<file path="config.mk">
export PLATFORM = sky130hd
export DESIGN_NAME = humidity_sensor_measure_sequencer
export DESIGN_NICKNAME = d
export VERILOG_FILES = /design/src/rtl/core/hsms_pkg.sv /design/src/rtl/core/hsms_in_stage.sv /design/src/rtl/core/hsms_seq.sv /design/src/rtl/core/hsms_out_stage.sv /design/src/rtl/core/humidity_sensor_measure_sequencer.sv
export SDC_FILE = /design/constraint.sdc
export NUM_CORES = 1
export LEC_CHECK = 0
export BUFFER_PORTS_ARGS = -buffer_cell sky130_fd_sc_hd__buf_2
export CORE_MARGIN = 3
export CORE_UTILIZATION = 60
export CTS_BUF_LIST = sky130_fd_sc_hd__clkbuf_4
export DETAILED_ROUTE_END_ITERATION = 8
export PLACE_DENSITY = 0.91
export SETUP_SLACK_MARGIN = 0.2
export SYNTH_ARGS = -nofsm -noshare
export SYNTH_HDL_FRONTEND = slang
export SYNTH_HIERARCHICAL = 1
export SYNTH_SLANG_ARGS = --single-unit
</file>
<file path="constraint.sdc">
create_clock -name clk -period 16.4 [get_ports clk]
set_input_delay 0.82 -clock clk [delete_from_list [all_inputs] [get_ports clk]]
set_output_delay 0.82 -clock clk [all_outputs]
set_load 0.01 [all_outputs]
</file>
<file path="src/rtl/core/hsms_pkg.sv">
`default_nettype none
package hsms_pkg;

  localparam logic [2:0] OP_TEMP  = 3'd0;
  localparam logic [2:0] OP_HUM   = 3'd1;
  localparam logic [2:0] OP_RDREG = 3'd2;
  localparam logic [2:0] OP_WRREG = 3'd3;
  localparam logic [2:0] OP_RESET = 3'd4;
  localparam logic [2:0] OP_RESP  = 3'd5;
  localparam logic [2:0] OP_TICK  = 3'd6;

  localparam logic [2:0] CMD_START  = 3'd0;
  localparam logic [2:0] CMD_WRITE  = 3'd1;
  localparam logic [2:0] CMD_RDACK  = 3'd2;
  localparam logic [2:0] CMD_RDNACK = 3'd3;
  localparam logic [2:0] CMD_STOP   = 3'd4;

  localparam logic [1:0] ST_OK      = 2'd0;
  localparam logic [1:0] ST_NACK    = 2'd1;
  localparam logic [1:0] ST_TIMEOUT = 2'd2;
  localparam logic [1:0] ST_CRC     = 2'd3;

  localparam logic KIND_CMD  = 1'b0;
  localparam logic KIND_DONE = 1'b1;

  localparam logic [1:0] CFG_DEVICE_ADDRESS = 2'd0;
  localparam logic [1:0] CFG_POLL_LIMIT     = 2'd1;
  localparam logic [1:0] CFG_POLL_INTERVAL  = 2'd2;

  localparam int IN_TDATA_W  = 24;
  localparam int OUT_TDATA_W = 40;
  localparam int CFG_IDX_W   = 2;
  localparam int CFG_DATA_W  = 16;

  typedef struct packed {
    logic [2:0] opcode;
    logic [7:0] write_value;
    logic       response_ack;
    logic [7:0] response_byte;
  } hsms_item_t;

  typedef struct packed {
    logic              out_kind;
    logic [2:0]        bus_command;
    logic [7:0]        bus_byte;
    logic [1:0]        done_status;
    logic signed [14:0] measured_value;
    logic [7:0]        register_value;
  } hsms_result_t;

endpackage
`default_nettype wire

</file>
<file path="src/rtl/core/hsms_in_stage.sv">
`default_nettype none
module hsms_in_stage (
  input  wire logic                            clk,
  input  wire logic                            rst_n,
  input  wire logic                            in_tvalid,
  output logic                                 in_tready,
  input  wire logic [2:0]                      in_tuser,  // opcode
  // write_value[7:0], response_ack[8], response_byte[16:9], zero fill
  input  wire logic [hsms_pkg::IN_TDATA_W-1:0] in_tdata,
  input  wire logic                            down_ready,
  output logic                                 s1_valid,
  output hsms_pkg::hsms_item_t                 s1_item
);
  import hsms_pkg::*;

  logic       valid_r, valid_nxt;
  hsms_item_t item_r;
  logic       take;

  assign in_tready = !valid_r || down_ready;
  assign take      = in_tvalid && in_tready;

  always_comb begin
    valid_nxt = valid_r;
    if (in_tready) begin
      valid_nxt = in_tvalid;
    end
  end

  always_ff @(posedge clk) begin
    if (!rst_n) begin
      valid_r <= 1'b0;
    end else begin
      valid_r <= valid_nxt;
    end
  end

  always_ff @(posedge clk) begin
    if (take) begin
      item_r.opcode        <= in_tuser;
      item_r.write_value   <= in_tdata[7:0];
      item_r.response_ack  <= in_tdata[8];
      item_r.response_byte <= in_tdata[16:9];
    end
  end

  assign s1_valid = valid_r;
  assign s1_item  = item_r;

endmodule
`default_nettype wire

</file>
<file path="src/rtl/core/hsms_seq.sv">
`default_nettype none
module hsms_seq (
  input  wire logic                            clk,
  input  wire logic                            rst_n,
  input  wire logic                            cfg_we,
  input  wire logic [hsms_pkg::CFG_IDX_W-1:0]  cfg_index,
  input  wire logic [hsms_pkg::CFG_DATA_W-1:0] cfg_wdata,
  input  wire logic                            step,
  input  wire hsms_pkg::hsms_item_t            item,
  output logic                                 res_valid,
  output hsms_pkg::hsms_result_t               res
);
  import hsms_pkg::*;

  localparam logic [4:0] PH_IDLE     = 5'd0;
  localparam logic [4:0] PH_START1   = 5'd1;
  localparam logic [4:0] PH_ADDRW    = 5'd2;
  localparam logic [4:0] PH_CMD      = 5'd3;
  localparam logic [4:0] PH_VAL      = 5'd4;
  localparam logic [4:0] PH_START2   = 5'd5;
  localparam logic [4:0] PH_ADDRR    = 5'd6;
  localparam logic [4:0] PH_RDREG    = 5'd7;
  localparam logic [4:0] PH_STOP_CMD = 5'd8;
  localparam logic [4:0] PH_STOP_END = 5'd9;
  localparam logic [4:0] PH_WAIT     = 5'd10;
  localparam logic [4:0] PH_PSTART   = 5'd11;
  localparam logic [4:0] PH_PADDR    = 5'd12;
  localparam logic [4:0] PH_RD0      = 5'd13;
  localparam logic [4:0] PH_RD1      = 5'd14;
  localparam logic [4:0] PH_RD2      = 5'd15;
  localparam logic [4:0] PH_PSTOP    = 5'd16;
  localparam logic [4:0] PH_DSTOP    = 5'd17;

  localparam logic [7:0] CRC_POLY = 8'h31;

  localparam logic [7:0] SCMD_TEMP  = 8'hF3;
  localparam logic [7:0] SCMD_HUM   = 8'hF5;
  localparam logic [7:0] SCMD_RDREG = 8'hE7;
  localparam logic [7:0] SCMD_WRREG = 8'hE6;
  localparam logic [7:0] SCMD_RESET = 8'hFE;
  localparam logic [7:0] RAW_MASK   = 8'hFC;

  localparam logic [14:0]        TEMP_COEF = 15'd17572;
  localparam logic [14:0]        HUM_COEF  = 15'd12500;
  localparam logic signed [15:0] TEMP_OFS  = 16'sd4685;
  localparam logic signed [15:0] HUM_OFS   = 16'sd600;

  function automatic logic [7:0] crc_byte(input logic [7:0] crc, input logic [7:0] b);
    logic [7:0] c;
    c = crc ^ b;
    for (int k = 0; k < 8; k++) begin
      if (c[7]) begin
        c = {c[6:0], 1'b0} ^ CRC_POLY;
      end else begin
        c = {c[6:0], 1'b0};
      end
    end
    return c;
  endfunction

  logic [6:0]  dev_addr_r;
  logic [7:0]  poll_limit_r;
  logic [15:0] poll_ivl_r;

  logic [4:0]  phase_r, phase_nxt;
  logic [2:0]  act_op_r, act_op_nxt;
  logic [15:0] tick_r, tick_nxt;
  logic [7:0]  attempt_r, attempt_nxt;
  logic [1:0]  pend_r, pend_nxt;
  logic [7:0]  rb_r [3];
  logic [7:0]  rb_nxt [3];
  logic [7:0]  crc_r, crc_nxt;

  logic [7:0]         waddr;
  logic [15:0]        tick_inc;
  logic [15:0]        raw;
  logic [14:0]        coef;
  logic signed [15:0] ofs;
  logic [30:0]        prod;
  logic signed [15:0] conv;
  logic [7:0]         scmd;

  assign waddr    = {dev_addr_r, 1'b0};
  assign tick_inc = (tick_r == 16'hFFFF) ? tick_r : tick_r + 16'd1;
  assign raw      = {rb_r[0], rb_r[1] & RAW_MASK};
  assign coef     = (act_op_r == OP_TEMP) ? TEMP_COEF : HUM_COEF;
  assign ofs      = (act_op_r == OP_TEMP) ? TEMP_OFS : HUM_OFS;
  assign prod     = coef * raw;
  assign conv     = $signed({1'b0, prod[30:16]}) - ofs;

  always_comb begin
    case (act_op_r)
      OP_TEMP:  scmd = SCMD_TEMP;
      OP_HUM:   scmd = SCMD_HUM;
      OP_RDREG: scmd = SCMD_RDREG;
      OP_WRREG: scmd = SCMD_WRREG;
      default:  scmd = SCMD_RESET;
    endcase
  end

  always_ff @(posedge clk) begin
    if (!rst_n) begin
      dev_addr_r   <= 7'd64;
      poll_limit_r <= 8'd85;
      poll_ivl_r   <= 16'd1;
    end else if (cfg_we) begin
      unique case (cfg_index)
        CFG_DEVICE_ADDRESS: dev_addr_r   <= cfg_wdata[6:0];
        CFG_POLL_LIMIT:     poll_limit_r <= cfg_wdata[7:0];
        CFG_POLL_INTERVAL:  poll_ivl_r   <= cfg_wdata;
        default: ;
      endcase
    end
  end

  always_comb begin
    phase_nxt   = phase_r;
    act_op_nxt  = act_op_r;
    tick_nxt    = tick_r;
    attempt_nxt = attempt_r;
    pend_nxt    = pend_r;
    rb_nxt      = rb_r;
    crc_nxt     = crc_r;
    res_valid   = 1'b0;
    res         = '0;
    if (step) begin
      if (item.opcode <= OP_RESET) begin
        if (phase_r == PH_IDLE) begin
          act_op_nxt = item.opcode;
          pend_nxt   = ST_OK;
          if (item.opcode == OP_WRREG) begin
            rb_nxt[0] = item.write_value;
          end
          phase_nxt       = PH_START1;
          res_valid       = 1'b1;
          res.bus_command = CMD_START;
        end
      end else if (item.opcode == OP_TICK) begin
        if (phase_r == PH_WAIT) begin
          tick_nxt = tick_inc;
          if (tick_inc >= poll_ivl_r) begin
            tick_nxt        = '0;
            attempt_nxt     = (attempt_r == 8'hFF) ? attempt_r : attempt_r + 8'd1;
            phase_nxt       = PH_PSTART;
            res_valid       = 1'b1;
            res.bus_command = CMD_START;
          end
        end
      end else if (item.opcode == OP_RESP) begin
        unique case (phase_r) inside
          PH_START1: begin
            phase_nxt       = PH_ADDRW;
            res_valid       = 1'b1;
            res.bus_command = CMD_WRITE;
            res.bus_byte    = waddr;
          end
          PH_ADDRW, PH_CMD, PH_VAL, PH_ADDRR: begin
            res_valid = 1'b1;
            if (!item.response_ack) begin
              pend_nxt        = ST_NACK;
              phase_nxt       = PH_STOP_END;
              res.bus_command = CMD_STOP;
            end else if (phase_r == PH_ADDRW) begin
              phase_nxt       = PH_CMD;
              res.bus_command = CMD_WRITE;
              res.bus_byte    = scmd;
            end else if (phase_r == PH_ADDRR) begin
              phase_nxt       = PH_RDREG;
              res.bus_command = CMD_RDNACK;
            end else if (phase_r == PH_VAL) begin
              phase_nxt       = PH_STOP_END;
              res.bus_command = CMD_STOP;
            end else if (act_op_r == OP_RDREG) begin
              phase_nxt       = PH_START2;
              res.bus_command = CMD_START;
            end else if (act_op_r == OP_WRREG) begin
              phase_nxt       = PH_VAL;
              res.bus_command = CMD_WRITE;
              res.bus_byte    = rb_r[0];
            end else begin
              phase_nxt       = (act_op_r <= OP_HUM) ? PH_STOP_CMD : PH_STOP_END;
              res.bus_command = CMD_STOP;
            end
          end
          PH_START2, PH_PSTART: begin
            phase_nxt       = (phase_r == PH_START2) ? PH_ADDRR : PH_PADDR;
            res_valid       = 1'b1;
            res.bus_command = CMD_WRITE;
            res.bus_byte    = waddr | 8'd1;
          end
          PH_RDREG: begin
            rb_nxt[0]       = item.response_byte;
            phase_nxt       = PH_STOP_END;
            res_valid       = 1'b1;
            res.bus_command = CMD_STOP;
          end
          PH_STOP_END: begin
            phase_nxt       = PH_IDLE;
            res_valid       = 1'b1;
            res.out_kind    = KIND_DONE;
            res.done_status = pend_r;
            if (pend_r == ST_OK && act_op_r == OP_RDREG) begin
              res.register_value = rb_r[0];
            end
          end
          PH_STOP_CMD: begin
            tick_nxt    = '0;
            attempt_nxt = '0;
            if (poll_limit_r == 8'd0) begin
              phase_nxt       = PH_IDLE;
              res_valid       = 1'b1;
              res.out_kind    = KIND_DONE;
              res.done_status = ST_TIMEOUT;
            end else begin
              phase_nxt = PH_WAIT;
            end
          end
          PH_PADDR: begin
            res_valid = 1'b1;
            if (!item.response_ack) begin
              phase_nxt       = PH_PSTOP;
              res.bus_command = CMD_STOP;
            end else begin
              phase_nxt       = PH_RD0;
              res.bus_command = CMD_RDACK;
            end
          end
          PH_RD0: begin
            rb_nxt[0]       = item.response_byte;
            crc_nxt         = crc_byte(8'd0, item.response_byte);
            phase_nxt       = PH_RD1;
            res_valid       = 1'b1;
            res.bus_command = CMD_RDACK;
          end
          PH_RD1: begin
            rb_nxt[1]       = item.response_byte;
            crc_nxt         = crc_byte(crc_r, item.response_byte);
            phase_nxt       = PH_RD2;
            res_valid       = 1'b1;
            res.bus_command = CMD_RDNACK;
          end
          PH_RD2: begin
            rb_nxt[2]       = item.response_byte;
            phase_nxt       = PH_DSTOP;
            res_valid       = 1'b1;
            res.bus_command = CMD_STOP;
          end
          PH_PSTOP: begin
            if (attempt_r >= poll_limit_r) begin
              phase_nxt       = PH_IDLE;
              res_valid       = 1'b1;
              res.out_kind    = KIND_DONE;
              res.done_status = ST_TIMEOUT;
            end else begin
              tick_nxt  = '0;
              phase_nxt = PH_WAIT;
            end
          end
          PH_DSTOP: begin
            phase_nxt    = PH_IDLE;
            res_valid    = 1'b1;
            res.out_kind = KIND_DONE;
            if (crc_r != rb_r[2]) begin
              res.done_status = ST_CRC;
            end else begin
              res.measured_value = conv[14:0];
            end
          end
          default: ;
        endcase
      end
    end
  end

  always_ff @(posedge clk) begin
    if (!rst_n) begin
      phase_r   <= PH_IDLE;
      act_op_r  <= OP_TEMP;
      tick_r    <= '0;
      attempt_r <= '0;
      pend_r    <= ST_OK;
    end else begin
      phase_r   <= phase_nxt;
      act_op_r  <= act_op_nxt;
      tick_r    <= tick_nxt;
      attempt_r <= attempt_nxt;
      pend_r    <= pend_nxt;
    end
  end

  always_ff @(posedge clk) begin
    rb_r  <= rb_nxt;
    crc_r <= crc_nxt;
  end

endmodule
`default_nettype wire

</file>
<file path="src/rtl/core/hsms_out_stage.sv">
`default_nettype none
module hsms_out_stage (
  input  wire logic                             clk,
  input  wire logic                             rst_n,
  output logic                                  down_ready,
  input  wire logic                             load,
  input  wire logic                             res_valid,
  input  wire hsms_pkg::hsms_result_t           res,
  output logic                                  out_tvalid,
  input  wire logic                             out_tready,
  output logic                                  out_tuser,  // out_kind
  // bus_command[2:0], bus_byte[10:3], done_status[12:11],
  // measured_value[27:13], register_value[35:28], zero fill
  output logic [hsms_pkg::OUT_TDATA_W-1:0]      out_tdata
);
  import hsms_pkg::*;

  logic         valid_r, valid_nxt;
  hsms_result_t res_r;

  assign down_ready = !valid_r || out_tready;

  always_comb begin
    valid_nxt = valid_r;
    if (down_ready) begin
      valid_nxt = load && res_valid;
    end
  end

  always_ff @(posedge clk) begin
    if (!rst_n) begin
      valid_r <= 1'b0;
    end else begin
      valid_r <= valid_nxt;
    end
  end

  always_ff @(posedge clk) begin
    if (load && res_valid && down_ready) begin
      res_r <= res;
    end
  end

  assign out_tvalid = valid_r;
  assign out_tuser  = res_r.out_kind;
  assign out_tdata  = {4'b0000, res_r.register_value, res_r.measured_value,
                       res_r.done_status, res_r.bus_byte, res_r.bus_command};

endmodule
`default_nettype wire

</file>
<file path="src/rtl/core/humidity_sensor_measure_sequencer.sv">
`default_nettype none
// Humidity sensor measurement sequencer. Takes one input word per clock while
// the output does not stall. Each accepted word is captured in an input
// register, makes a single pass through the phase decode, CRC byte step and
// constant-multiply conversion, and its result word, if it causes one, lands
// in a result register. A stalled output holds the result register and the
// input register, so input stalls with it.
// Requests (temperature, humidity, read or write user register, soft reset)
// start a bus transaction; every bus command issued (out_tuser 0) must be
// answered by one bus-response word, and ticks pace the ready polling of a
// measurement. A completion (out_tuser 1) ends each transaction. Requests that
// arrive while a transaction runs are dropped. Write configuration only
// while no transaction is running.
module humidity_sensor_measure_sequencer (
  input  wire logic                             clk,
  input  wire logic                             rst_n,
  input  wire logic                             in_tvalid,
  output logic                                  in_tready,
  input  wire logic [2:0]                       in_tuser,  // opcode
  // write_value[7:0], response_ack[8], response_byte[16:9], zero fill
  input  wire logic [hsms_pkg::IN_TDATA_W-1:0]  in_tdata,
  output logic                                  out_tvalid,
  input  wire logic                             out_tready,
  output logic                                  out_tuser,  // out_kind
  // bus_command[2:0], bus_byte[10:3], done_status[12:11],
  // measured_value[27:13], register_value[35:28], zero fill
  output logic [hsms_pkg::OUT_TDATA_W-1:0]      out_tdata,
  input  wire logic                             cfg_we,
  input  wire logic [hsms_pkg::CFG_IDX_W-1:0]   cfg_index,
  input  wire logic [hsms_pkg::CFG_DATA_W-1:0]  cfg_wdata
);
  import hsms_pkg::*;

  logic         down_ready;
  logic         s1_valid;
  hsms_item_t   s1_item;
  logic         step;
  logic         res_valid;
  hsms_result_t res;

  assign step = s1_valid && down_ready;

  hsms_in_stage u_in (
    .clk        (clk),
    .rst_n      (rst_n),
    .in_tvalid  (in_tvalid),
    .in_tready  (in_tready),
    .in_tuser   (in_tuser),
    .in_tdata   (in_tdata),
    .down_ready (down_ready),
    .s1_valid   (s1_valid),
    .s1_item    (s1_item)
  );

  hsms_seq u_seq (
    .clk       (clk),
    .rst_n     (rst_n),
    .cfg_we    (cfg_we),
    .cfg_index (cfg_index),
    .cfg_wdata (cfg_wdata),
    .step      (step),
    .item      (s1_item),
    .res_valid (res_valid),
    .res       (res)
  );

  hsms_out_stage u_out (
    .clk        (clk),
    .rst_n      (rst_n),
    .down_ready (down_ready),
    .load       (step),
    .res_valid  (res_valid),
    .res        (res),
    .out_tvalid (out_tvalid),
    .out_tready (out_tready),
    .out_tuser  (out_tuser),
    .out_tdata  (out_tdata)
  );

endmodule
`default_nettype wire

</file>
### After elaboration in Yosys (flattened, before gate mapping)

Cells that the tools add are included.

* add/sub/neg operators: 3
* multiply operators: 1
* magnitude comparators: 4
* equal/unequal tests: 38
* muxes and demuxes: 164
* bitwise operators: 24
* reductions and logical operators: 45

Operator list (number)
* $mux W8: 87
* $mux W16: 6
* $mux W6: 16
* $mux W5: 13
* $pmux W5 S11: 1
* $mux W24: 2
* $not A3 Y3: 16
* $eq A5 B4 Y1 const B: 8
* $pmux W16 S2: 1
* $mul A15 B14 Y29: 1
* $pmux W8 S3: 1
* $reduce_and A6 Y1: 4
* $eq A5 B3 Y1 const B: 4
* $pmux W5 S4: 1
* $mux W2: 9
* $mux W3: 6
* $pmux W3 S6: 1
* $add A16 B1 Y16 const B: 1
* $eq A16 B16 Y1 const B: 1
* $ge A16 B16 Y1: 1
* $pmux W8 S2: 1
* $mux W15: 1
* $reduce_and A5 Y1: 3
* $sub A15 B15 Y15: 1
* other kinds (43): 93

* bits in registers: 156
* input port bits: 50
* logic and storage cells: 303

### Logic depth before layout (Yosys ltp)

* depth in word-level cells: 53
* gate-level depth with buffers: 33

### Hierarchy

The synthesis kept the hierarchy.

Modules (own cells, without submodules)
* hsms_seq: times used 1, cells each 1277, area an instance 10786.6 um2, sequential area each 2182.1 um2
* hsms_out_stage: times used 1, cells each 47, area an instance 1209.9 um2, sequential area each 1131.1 um2
* hsms_in_stage: times used 1, cells each 25, area an instance 658.1 um2, sequential area each 620.6 um2
* humidity_sensor_measure_sequencer: times used 1, cells each 1, area an instance 6.3 um2, sequential area each 0.0 um2

### Worst setup path before layout

OpenSTA, ideal clock, no wires.

* path type: reg-to-reg
* from: register u_seq.act_op_r[0]
* to: register u_out.res_r, in the netlist u_out/out_tdata[27], data pin
* setup time: 0.266 ns
* arrival: 6.945 ns
* required time: 16.134 ns
* path slack: 9.189 ns
* stages on the path, launching flop included: 32
* path buffers: 3
* path through: dfxtp_1 > buf_6 > or3_2 > clkinv_1 > buf_1 > nand2_1 > nand2_1 > ha_1 > ha_1 > inv_1 > fa_1 > inv_1 > fa_1 > fa_1 > inv_1 > fa_1 > inv_1 > ha_1 > buf_2 > and4_1 > and2_0 > a21boi_1 > o21ai_0 > a211oi_1 > nor2_1 > xnor2_1 > ha_1 > nand3_1 > o21ai_2 > a2111oi_2 > xnor2_1 > nor2_1

* word-level cells in the longest chain between the ends: 4

Ends and longest elaborated chain
* from (decl): RTL line hsms_seq.sv:66 `logic [2:0] act_op_r, act_op_nxt;`
* from (signal assigned): RTL line hsms_seq.sv:284 `act_op_r <= act_op_nxt;`
* $logic_not A3 Y1 *: RTL line hsms_seq.sv:86, hsms_seq.sv:87
* $mux W15: RTL line hsms_seq.sv:86 `assign coef = (act_op_r == OP_TEMP) ? TEMP_COEF : HUM_COEF;`
* $mul A15 B14 Y29: RTL line hsms_seq.sv:88 `assign prod = coef * raw;`
* $sub A15 B15 Y15 *: RTL line hsms_seq.sv:89 `assign conv = $signed({1'b0, prod[30:16]}) - ofs;`
* to (signal assigned): RTL line hsms_out_stage.sv:40 `res_r <= res;`
* to (decl): RTL line hsms_out_stage.sv:19 `hsms_result_t res_r;`

Mark *: on every way between the ends. The rest lies on a longest branch, timed or not.
A chain may end at the register's enable or synchronous reset.

### Final worst setup path

Ends and elaborated chain as after synthesis.

==> results.md <==
* Final nets at 1,667
* Layout Skew at 0.0383 ns
* Total core area at 20,500 um2
* Die ar. at 22,900 um2
* RSZ-0062 raised after global routing: false
* Cell count after placement at 1,661
* Post-Route WL at 28,200 um
* Tcrit/Tclk final at a little over half
* CTS tree: yes
* Cells after Synth at approximately 1.4k
* # DRC at 0
* P_leak at 5.97 nW
* FF-to-FF Start: u_seq/act_op_r[0]
* Least-Margin Pin Slew at 1.26 ns
* First-pass GRT wire length at approximately 46,000 um
* Primary FF master, synth: edfxtp_1
* Pin count of the biggest net entering global routing at 70
* Total gr overflow at 0
* Post-Route Utilization at 65.8%
* Via/cell ratio at approximately 6
* # port buffers at 81
* Hpwl dp at around 22,000 um
* Synthesized area at 12,700 um2
* Clock input transition at the sequential cells of the worst setup and hold paths at approximately 0.15 ns
* Seq/Total Area, Yosys at 31.1%
* Tmin final at 8.58 ns
* Min Hold Slack at 0.407 ns
* Hold Violations, Final at 0
* Initial DRC Count at 944
* Setup TNS at 0 ns
* CTS root buf: clkbuf_4
* Yosys reg bits at 153
* Post-synth EDFFs at 87
* Ys async rst share at 0%
* Peak supply drop at 0.204 mV
* Die height at 151 um
* Non-Filler Instances at 1,694
* Initial antenna violation count at 1
* Rows at 52
* Worst skew pair latency at 0.58 ns
* CP max stage delay at around 0.69 ns
* Die Wd at about 150 um
* Ports at 93
* CP startpoint: u_seq/act_op_r[0]
* Unique masters post-synth at 90
* Worst min-delay path class: in2reg
* Post-route ant nets at 0
* Crit start category: flip-flop
* Cts hold-fix bufs at 0
* All-layer global routing usage at between 20% and 30%
* Critical path class: reg2reg
* WP data arrival at 8.89 ns
* Power per cell area at roughly 160 nW/um2
* Share of cells above drive strength 1 at between 10% and 20%
* Number of synthesis warnings at 6
* # Post-CTS Setup Buffers at 0
* Relative slew slack at 15.6%
* Setup crit end kind: flip-flop
* Required time worst endpoint at 16.71 ns
* Gpl congestion at roughly 0.93
* CTS Buf Count at 17
* Area post-placement at 13,200 um2
* Number of gates resized after CTS at 0
* Final Setup Violations at 0
* CP max FO at 22
* Synth-to-layout area growth at 6.54%
* Vias at between 9k and 10k
* Average cell area after synthesis at approximately 9.4 um2
* Initial Utilization at 61.8%
* Total iterations of the first detailed-routing run at 6
* Max Clk Rate at approximately 120 MHz
* H-Tree Depth at 4
* HP Start: in_tdata[15]
* Wire per inst at approximately 17 um
* CTS Sinks at 153
* Crit-path slowest cell: clkinv_1
* Fin. max-slew vios at 0
* Status: complete, no violations
* Max-cap violations at 0
* CTS Buffer Depth at 2
* Final instance area at ~13,000 um2
* Vias in the first global route at 9,560
worst paths after layout:
check,end,slack (ns),cells after the start
max,u_out/out_tdata[27],7.82,28
max reg2reg,u_out/out_tdata[27],7.82,28
min,u_in/s1_item[6],0.41,1
min reg2reg,u_seq/poll_ivl_r[13],0.47,2
sequential cells by signal (all words and copies together) (netlist names):
| name | cells |
|---|---|
| u_out/out_tdata | 36 |
| u_in/s1_item | 20 |
| u_seq/poll_ivl_r | 16 |
| u_seq/tick_r | 16 |
| u_seq/raw | 14 |
| u_seq/attempt_r | 8 |
| u_seq/crc_r | 8 |
| u_seq/poll_limit_r | 8 |
| u_seq/rb_r | 8 |
| u_seq/dev_addr_r | 7 |
| u_seq/phase_r | 5 |
| u_seq/act_op_r | 3 |
| u_in/s1_valid | 1 |
| u_out/out_tuser | 1 |
| u_out/out_tvalid | 1 |
| u_seq/pend_r | 1 |
per-stage QoR:
step | total power, mW | setup slack [ns]
final | 2.21 | 7.82
after global routing | 2.43 | 7.35
after detailed placement | 1.96 | 7.94
after floorplan | 1.70 | 9.19
after CTS | 2.20 | 7.91
after global placement | 1.89 | 8.08
power breakdown:
group	switching [mW]	internal [mW]	total, mW
Combinational	0.893	0.662	1.56
Sequential	0.0123	0.414	0.426
Clock	0.148	0.0810	0.229
cell type report:
cell class,count,area (um2)
Sequential cell,153,3930
Fill cell,1591,7010
Multi-Input combinational cell,1004,7970
Clock inverter,13,118
Timing Repair Buffer,83,420
Tap cell,270,338
Antenna cell,1,2.50
Inverter,151,567
Clock buffer,19,143
layer usage:
| metal | track usage [%] | part of all wire (%) | vias up |
|---|---|---|---|
| li1 | - | - | 4770 |
| met1 | 32.1 | 42 | 4723 |
| met2 | 43.5 | 50 | 363 |
| met3 | 4.07 | 5.6 | 60 |
| met4 | 9.02 | 2.8 | 0 |
| met5 | 0 | 0 | - |
synthesized netlist by cell type, types with 23 or more instances:
library cell,instances,area [um2]
nor2_1,85,319
dfxtp_1,66,1320
ha_1,144,1800
edfxtp_1,87,2610
xnor2_1,50,438
xor2_1,38,333
o21ai_0,49,245
a21oi_1,56,280
fa_1,63,1260
nand3_1,31,155
and2_1,24,150
nor3_1,23,115
nand2_1,137,514
a21boi_0,24,180
nor2b_1,26,163
inv_1,150,563
clkbuf_1,41,154
kinds of logic after synthesis:
kind of cell / synth area share (%)
adders and majority gates: 24.2
and+or+nand+nor: 16.7
DFF: 31.1
buffers and inverters: 6.41
other: 0.0889
xor gates and xnor gates: 6.09
AOI/OAI and AO/OA: 14.0
muxes: 1.51
critical path: cells and delay by family, from the launching register on:
kind / cells / cell delay (ns)
compound gates: 5 / 1.37
xor+xnor: 2 / 0.30
fa+ha+maj: 8 / 3.47
buf+inv: 5 / 0.90
flops: 1 / 0.58
simple gates: 8 / 1.67
cells in the final DEF (no fill, tap or decap), types with 7 or more instances in the layout:
| cell type | netlist | routed |
|---|---|---|
| a21boi_0 | 24 | 24 |
| o21a_1 | 7 | 7 |
| a2bb2oi_1 | 9 | 9 |
| a21oi_1 | 56 | 56 |
| nand2_1 | 137 | 137 |
| nand3_1 | 31 | 31 |
| nand2b_1 | 10 | 10 |
| nand4_1 | 10 | 10 |
| fa_1 | 63 | 63 |
| clkbuf_4 | 0 | 19 |
| nor3_1 | 23 | 23 |
| conb_1 | 3 | 17 |
| or2_2 | 10 | 10 |
| mux2i_1 | 18 | 18 |
| nor2_1 | 85 | 85 |
| edfxtp_1 | 87 | 87 |
| inv_1 | 150 | 151 |
| and2_1 | 24 | 24 |
| xor2_1 | 38 | 38 |
| nor2b_1 | 26 | 26 |
| ha_1 | 144 | 144 |
| xnor2_1 | 50 | 50 |
| o21ai_0 | 49 | 49 |
| o22ai_1 | 11 | 11 |
| buf_2 | 4 | 81 |
| a211oi_1 | 11 | 11 |
| a21o_1 | 12 | 12 |
| o211ai_1 | 7 | 7 |
| dfxtp_1 | 66 | 66 |
| and3_1 | 10 | 10 |
(Power assumes the default switching activity.)
